<file path="src/hw/rtl/npt_pkg.sv">
// ----------------------------------------------------------------------------
// npt_pkg
// Shared types and constants for the nearest point table.
// ----------------------------------------------------------------------------
package npt_pkg;

  localparam int COORD_W = 16;
  localparam int SQ_W    = 32;   // one squared coordinate difference
  localparam int DIST_W  = 33;   // sum of two squares
  localparam int INDEX_W = 8;    // width of the reported indexes

  localparam logic [15:0] RADIUS_RESET = 16'd12;

  localparam logic KIND_INSERT = 1'b0;
  localparam logic KIND_QUERY  = 1'b1;

  // status of the distance pipeline as seen by the sequencer
  typedef struct packed {
    logic busy;   // an entry is still in the early stages
    logic valid;  // a finished distance is presented this cycle
  } dist_stat_t;

endpackage

</file>
<file path="src/hw/rtl/npt_dist.sv">
// ----------------------------------------------------------------------------
// npt_dist
// Shared squared distance unit: difference, square, sum over three stages.
// ----------------------------------------------------------------------------
module npt_dist #(
  parameter int AW = 8
) (
  input  logic                                clk,
  input  logic                                rst,
  input  logic                                in_valid,
  input  logic [AW-1:0]                       in_idx,
  input  logic signed [npt_pkg::COORD_W-1:0]  qx,
  input  logic signed [npt_pkg::COORD_W-1:0]  qy,
  input  logic signed [npt_pkg::COORD_W-1:0]  px,
  input  logic signed [npt_pkg::COORD_W-1:0]  py,
  output npt_pkg::dist_stat_t                 stat,
  output logic [AW-1:0]                       out_idx,
  output logic [npt_pkg::DIST_W-1:0]          dist_sq
);

  logic                               s1_v, s2_v, s3_v;
  logic [AW-1:0]                      s1_idx, s2_idx;
  logic signed [npt_pkg::COORD_W:0]   dx, dy;
  logic signed [npt_pkg::COORD_W:0]   dx_q, dy_q;
  logic signed [2*npt_pkg::COORD_W+1:0] prod_x, prod_y;
  logic [npt_pkg::SQ_W-1:0]           sq_x, sq_y;

  assign dx = {qx[npt_pkg::COORD_W-1], qx} - {px[npt_pkg::COORD_W-1], px};
  assign dy = {qy[npt_pkg::COORD_W-1], qy} - {py[npt_pkg::COORD_W-1], py};

  assign prod_x = dx_q * dx_q;
  assign prod_y = dy_q * dy_q;

  always_ff @(posedge clk) begin
    if (rst) begin
      s1_v <= 1'b0;
      s2_v <= 1'b0;
      s3_v <= 1'b0;
    end else begin
      s1_v <= in_valid;
      s2_v <= s1_v;
      s3_v <= s2_v;
    end
    s1_idx  <= in_idx;
    dx_q    <= dx;
    dy_q    <= dy;
    s2_idx  <= s1_idx;
    // a square of a 17-bit difference stays below 2^32
    sq_x    <= prod_x[npt_pkg::SQ_W-1:0];
    sq_y    <= prod_y[npt_pkg::SQ_W-1:0];
    out_idx <= s2_idx;
    dist_sq <= {1'b0, sq_x} + {1'b0, sq_y};
  end

  assign stat.busy  = s1_v | s2_v;
  assign stat.valid = s3_v;

endmodule

</file>
<file path="config.mk">
export PLATFORM = sky130hd
export DESIGN_NAME = npt_dist
export DESIGN_NICKNAME = d
export VERILOG_FILES = /design/src/hw/rtl/npt_pkg.sv /design/src/hw/rtl/npt_dist.sv
export SDC_FILE = /design/constraint.sdc
export NUM_CORES = 1
export LEC_CHECK = 0
export ABC_AREA = 1
export BUFFER_PORTS_ARGS = -buffer_cell sky130_fd_sc_hd__buf_2
export CAP_MARGIN = 20
export CELL_PAD_IN_SITES_DETAIL_PLACEMENT = 0
export CELL_PAD_IN_SITES_GLOBAL_PLACEMENT = 1
export CORE_MARGIN = 5
export CORE_UTILIZATION = 28
export DETAILED_ROUTE_END_ITERATION = 16
export GPL_TIMING_DRIVEN = 1
export PLACE_DENSITY_LB_ADDON = 0.12
export SYNTH_ARGS = -nofsm -noshare
export SYNTH_HDL_FRONTEND = slang
export SYNTH_SLANG_ARGS = --single-unit
</file>
<file path="constraint.sdc">
create_clock -name clk -period 6.6 [get_ports clk]
set_input_delay 0 -clock clk [delete_from_list [all_inputs] [get_ports clk]]
set_output_delay 0 -clock clk [all_outputs]
set_load 0.005 [all_outputs]
</file>
After elaboration in Yosys (flattened, before gate mapping)
Cells that the tools add are included.
{ "op_classes": {"add_sub_neg": 3, "n_mul": 2, "n_bitwise": 1} }
{ "op_table": {"columns": ["op", "n"], "rows": [
  ["$mul A17 B17 Y32", 2],
  ["$sub A16 B16 Y17", 2],
  ["$add A32 B32 Y33", 1],
  ["$or A1 B1 Y1", 1]
]} }
{ "totals": {"register_bits": 158, "in_bits": 75, "out_inout_bits": 43, "word_cells": 17} }

Longest topological paths before layout
{ "depth": {"word_depth": 1, "depth_mapped": 28, "ltp_nobuf": 26} }

Worst setup path after synthesis
No wires, ideal clock.
{ "synth_path": {"path_type": "register to register", "start": "reg dx_q[16] in the netlist's numbering", "end": "reg sq_x[27] in the netlist's numbering", "setup_time_ps": 113, "arrival_ps": 5455, "required_ps": 6487, "slack_ps": 1033, "stages_incl_launch_ff": 18, "n_path_buf": 2, "period_less_slack_ps": 5567, "cell_sequence": "dfxtp_1 -> clkbuf_1 -> buf_1 -> nand2_1 -> fa_1 -> fa_1 -> fa_1 -> fa_1 -> fa_1 -> fa_1 -> inv_1 -> ha_1 -> nand2_1 -> nor3_4 -> nand3_1 -> or2_1 -> nand4_1 -> nand2_1"} }
{ "synth_between": {"elab_chain_cells": 1} }
{ "synth_rtl": {"columns": ["item", "line_no", "text"], "rows": [
  ["from (decl)", "npt_dist.sv:24", "logic signed [npt_pkg::COORD_W:0] dx_q, dy_q;"],
  ["from (signal assigned)", "npt_dist.sv:45", "dx_q <= dx;"],
  ["$mul A17 B17 Y32", "npt_dist.sv:31", "assign prod_x = dx_q * dx_q;"],
  ["net prod_x, one bit", "npt_dist.sv:25", "logic signed [2*npt_pkg::COORD_W+1:0] prod_x, prod_y;"],
  ["to (signal assigned)", "npt_dist.sv:49", "sq_x <= prod_x[npt_pkg::SQ_W-1:0];"],
  ["to (decl)", "npt_dist.sv:26", "logic [npt_pkg::SQ_W-1:0] sq_x, sq_y;"]
]} }
The timed path passes the listed nets, and every way through them passes these cells.
A chain may end at the register's enable or synchronous reset.

Worst setup path after layout
{ "layout_path": {"start": "reg dy_q[16] in the netlist's numbering", "end": "reg sq_y[29] in the netlist's numbering"} }
{ "layout_between": {"elab_chain_cells": 1} }
{ "layout_rtl": {"columns": ["item", "line_no", "text"], "rows": [
  ["from (decl)", "npt_dist.sv:24", null],
  ["from (signal assigned)", "npt_dist.sv:46", "dy_q <= dy;"],
  ["$mul A17 B17 Y32", "npt_dist.sv:32", "assign prod_y = dy_q * dy_q;"],
  ["net prod_y, one bit", "npt_dist.sv:25", null],
  ["to (signal assigned)", "npt_dist.sv:50", "sq_y <= prod_y[npt_pkg::SQ_W-1:0];"],
  ["to (decl)", "npt_dist.sv:26", null]
]} }
The timed path passes the listed nets, and every way through them passes these cells.

==> flow_summary_export.csv <==
group,metric,value,unit
sta,tns,0,ns
synthesis,synth_top_area_share,38.43,%
floorplanning,die_y,319.2,um
hold_path,hold_depth,4,
route,dr.pass1.iters,5,
final_layout,final_cells,4819,
synthesis,synth_cells,3350,
clock_network,root_buffer,"clkbuf_16",
floorplanning,ios,118,
setup_path,r2r-end,"sq_y[29]",
route,via_count,20030,
setup_path,path_common_cell,"fa_1",
clock_network,clk_pin_slew,0.08,ns
synthesis,synth.distinct_cells,45,
sta,fin_worst_skew,0.01702,ns
synthesis,async_flop_share,0,%
setup_path,slowest_stage,"fa_1",
sta,tightest_slew,0.7136,ns
floorplanning,coreArea,0.09501,mm2
synthesis,yosys-top-cells-area,"fa_1 (38%), inv_1 (14%), dfxtp_1 (12%)",
global_routing,use_met3,1.414,%
route,wirelength,70.95,mm
global_routing,antenna_found_initial,3,
clock_network,cts_tree,"yes",
setup_path,crit_start,"dy_q[16]",
setup_path,critical_path.max_stage_delay,0.89,ns
global_routing,grt_overflow_total,0,
final_layout,antenna_cells,0,
clock_network,h-tree-depth,4,
route,avgRoutedWirePerCell,14.72,um
sta,rsz0062_at_grt,"false",
setup_path,path_class,"flip-flop to flip-flop",
synthesis,synth_area_leader_cell,"fa_1",
setup_path,cp_max_fo,12,
sta,final_max_slew_viol_count,0,
synthesis,synth-edff-count,0,
outcome,status,"finished, final reports clean",
setup_path,crit_buf_inv,3,
global_routing,grt_max_degree,19,
global_routing,grt_first_pass_wirelength,118.8,mm
sta,fin_crit_sh,93.51,%
route,vias_per_cell,4.156,
setup_path,crit_family,"adder cells",
synthesis,ys_ff_latch,156,
setup_path,r2r_start,"dy_q[16]",
synthesis,synth_common_cells,"inv_1 (987), nand2_1 (693), fa_1 (514)",
clock_network,clock_sinks,156,
hold_path,min_path_type,"primary input to flip-flop",
clock_network,clk_path_buf_depth,2,
sta,max_freq,0.1620,GHz
sta,slew_headroom,52.36,%
synthesis,synth-main-ff-cell,"dfxtp_1",
clock_network,cts_buffers,17,
final_layout,syn2layout_area_growth,13.62,%
setup_path,rr_worst_depth,17,
floorplanning,die-area,0.1019,mm2
placement,placedCellCount,4705,
synthesis,synthMostInstantiatedCell,"inv_1",
floorplanning,initial_core_util,28.18,%
setup_path,cp_cell_sequence,"nand2_1 > inv_1 > fa_1 > inv_1 > fa_1 > inv_1 > fa_1 > fa_1 > fa_1 > fa_1 > ha_1 > nand2_1 > nor2_1 > nand2_1 > nand3b_1 > nand4_1 > nand2_1",
synthesis,avgSynthCellArea,7.993,um2
floorplanning,die_w,319.2,um
placement,hpwlAfterDp,62.87,mm
synthesis,ys_warn_count,0,
route,drc,0,
global_routing,top_usage_layer,"met2",
sta,fin_crit,6.172,ns
synthesis,syn_nets,4167,
synthesis,ys_seq_area_share,11.66,%
setup_path,endpoint_kind,"flip-flop",
sta,setup_viol,0,
final_layout,drive_gt1_share,6.387,%
global_routing,grt_pass1_vias,21910,
final_layout,fin_nets,4358,
setup_path,crit_end,"sq_y[29]",
clock_network,clock_latency,0.49,ns
setup_path,crit_required,6.97,ns
placement,gp_congestion,0.8217,
sta,finalHoldViolations,0,
sta,hold_ws,0.05386,ns
placement,portBuffers,117,
global_routing,track_usage,14.50,%
global_routing,met2_usage,23.58,%
setup_path,crit_path_start_kind,"flip-flop",
setup_path,r2r_slack,0.43,ns
synthesis,synth.cell_area,0.02678,mm2
setup_path,worst-path-stages,17,
flow_run,drv_cap,0,
route,drtAntennaViolNets,0,
setup_path,arrival,6.55,ns
floorplanning,row_count,113,
route,drtIter0Drc,865,
global_routing,met1_usage,21.33,%
[per-stage QoR]
stage               area, um2  setup slack (ns)  utilization (%)
CTS                     30420            0.3221            32.02
finish                  30420            0.4285            32.02
global placement        29030            0.3539            30.55
detailed placement      29030            0.3760            30.55
global route            30420           0.02522            32.02
floorplan               26780             1.033                -
[layout by cell type (no fill, tap or decap), drive strengths merged]
cell type / n
nand3b: 4
clkinvlp: 2
nand2: 696
a21o: 11
inv: 997
dlygate4sd3: 82
o21bai: 15
nand4: 29
buf: 164
a31o: 2
nor2: 171
xnor2: 24
xor2: 81
or2: 11
dfxtp: 156
o211ai: 2
a21oi: 124
clkbuf: 19
o21a: 4
nor3: 27
ha: 228
o31ai: 3
nor4: 3
o31a: 1
a21boi: 8
nand2b: 1
and3: 3
fa: 514
a31oi: 2
nand3: 89
o21ai: 76
clkinv: 5
[flip-flops by register name, summed over array words and instances (netlist names)]
signal / cells
sq_y: 31
s1_idx: 8
out_idx: 8
s1_v: 1
sq_x: 31
s2_idx: 8
s3_v: 1
dy_q: 17
s2_v: 1
dist_sq: 33
dx_q: 17
[worst min path at each step]
stage               startpoint         to  slack, ns
CTS                      qx[1]    dx_q[2]     0.0005
finish                   qx[1]    dx_q[2]       0.05
floorplan            in_idx[0]  s1_idx[0]       0.03
global placement     in_idx[0]  s1_idx[0]       0.10
detailed placement   in_idx[4]  s1_idx[4]       0.10
global route             qx[1]    dx_q[2]       0.09
[timing repair]
item                                   CTS  global route
hold buffers                            82             0
buffers inserted                         0             0
endpoints found under the hold margin   45             0
gates resized for setup                  0             0
[cell type report]
type                       count  area (um2)
fill                       10400       64590
tap                         1265        1583
inverter                     991        3720
sequential                   156        3123
multi-input combinational   2129       19650
timing repair buffer         246        1772
clock inverter                13       123.9
clock buffer                  19       452.9
[per-layer routing]
metal | up-vias | wire (um) | share of wire (%)
met5 | - | 0 | 0
met4 | 0 | 556 | 0.78
met3 | 23 | 1848 | 2.6
met2 | 229 | 32550 | 46
met1 | 9666 | 36000 | 51
li1 | 10110 | - | -
[kinds of logic (layout without fill, tap and decap cells)]
logic type	count (synthesis)	count (layout)	synth area share [%]
AOI/OAI and AO/OA	248	248	5.191
xor gates and xnor gates	105	105	3.434
adders and majority gates	742	742	49.08
buffers and inverters	1065	1269	14.95
DFF	156	156	11.66
and+or+nand+nor	1034	1034	15.68
[worst reg2reg max path: stages, from the launching register on]
cell and delay [ns]:
dfxtp_1 0.52, nand2_1 0.23, inv_1 0.11, fa_1 0.71, inv_1 0.14, fa_1 0.89
inv_1 0.18, fa_1 0.49, fa_1 0.58, fa_1 0.43, fa_1 0.46, ha_1 0.41
nand2_1 0.14, nor2_1 0.27, nand2_1 0.11, nand3b_1 0.23, nand4_1 0.11, nand2_1 0.05
Power is not shown: default switching activity piles up to over one toggle a cycle in this logic, so the estimate is an artifact.
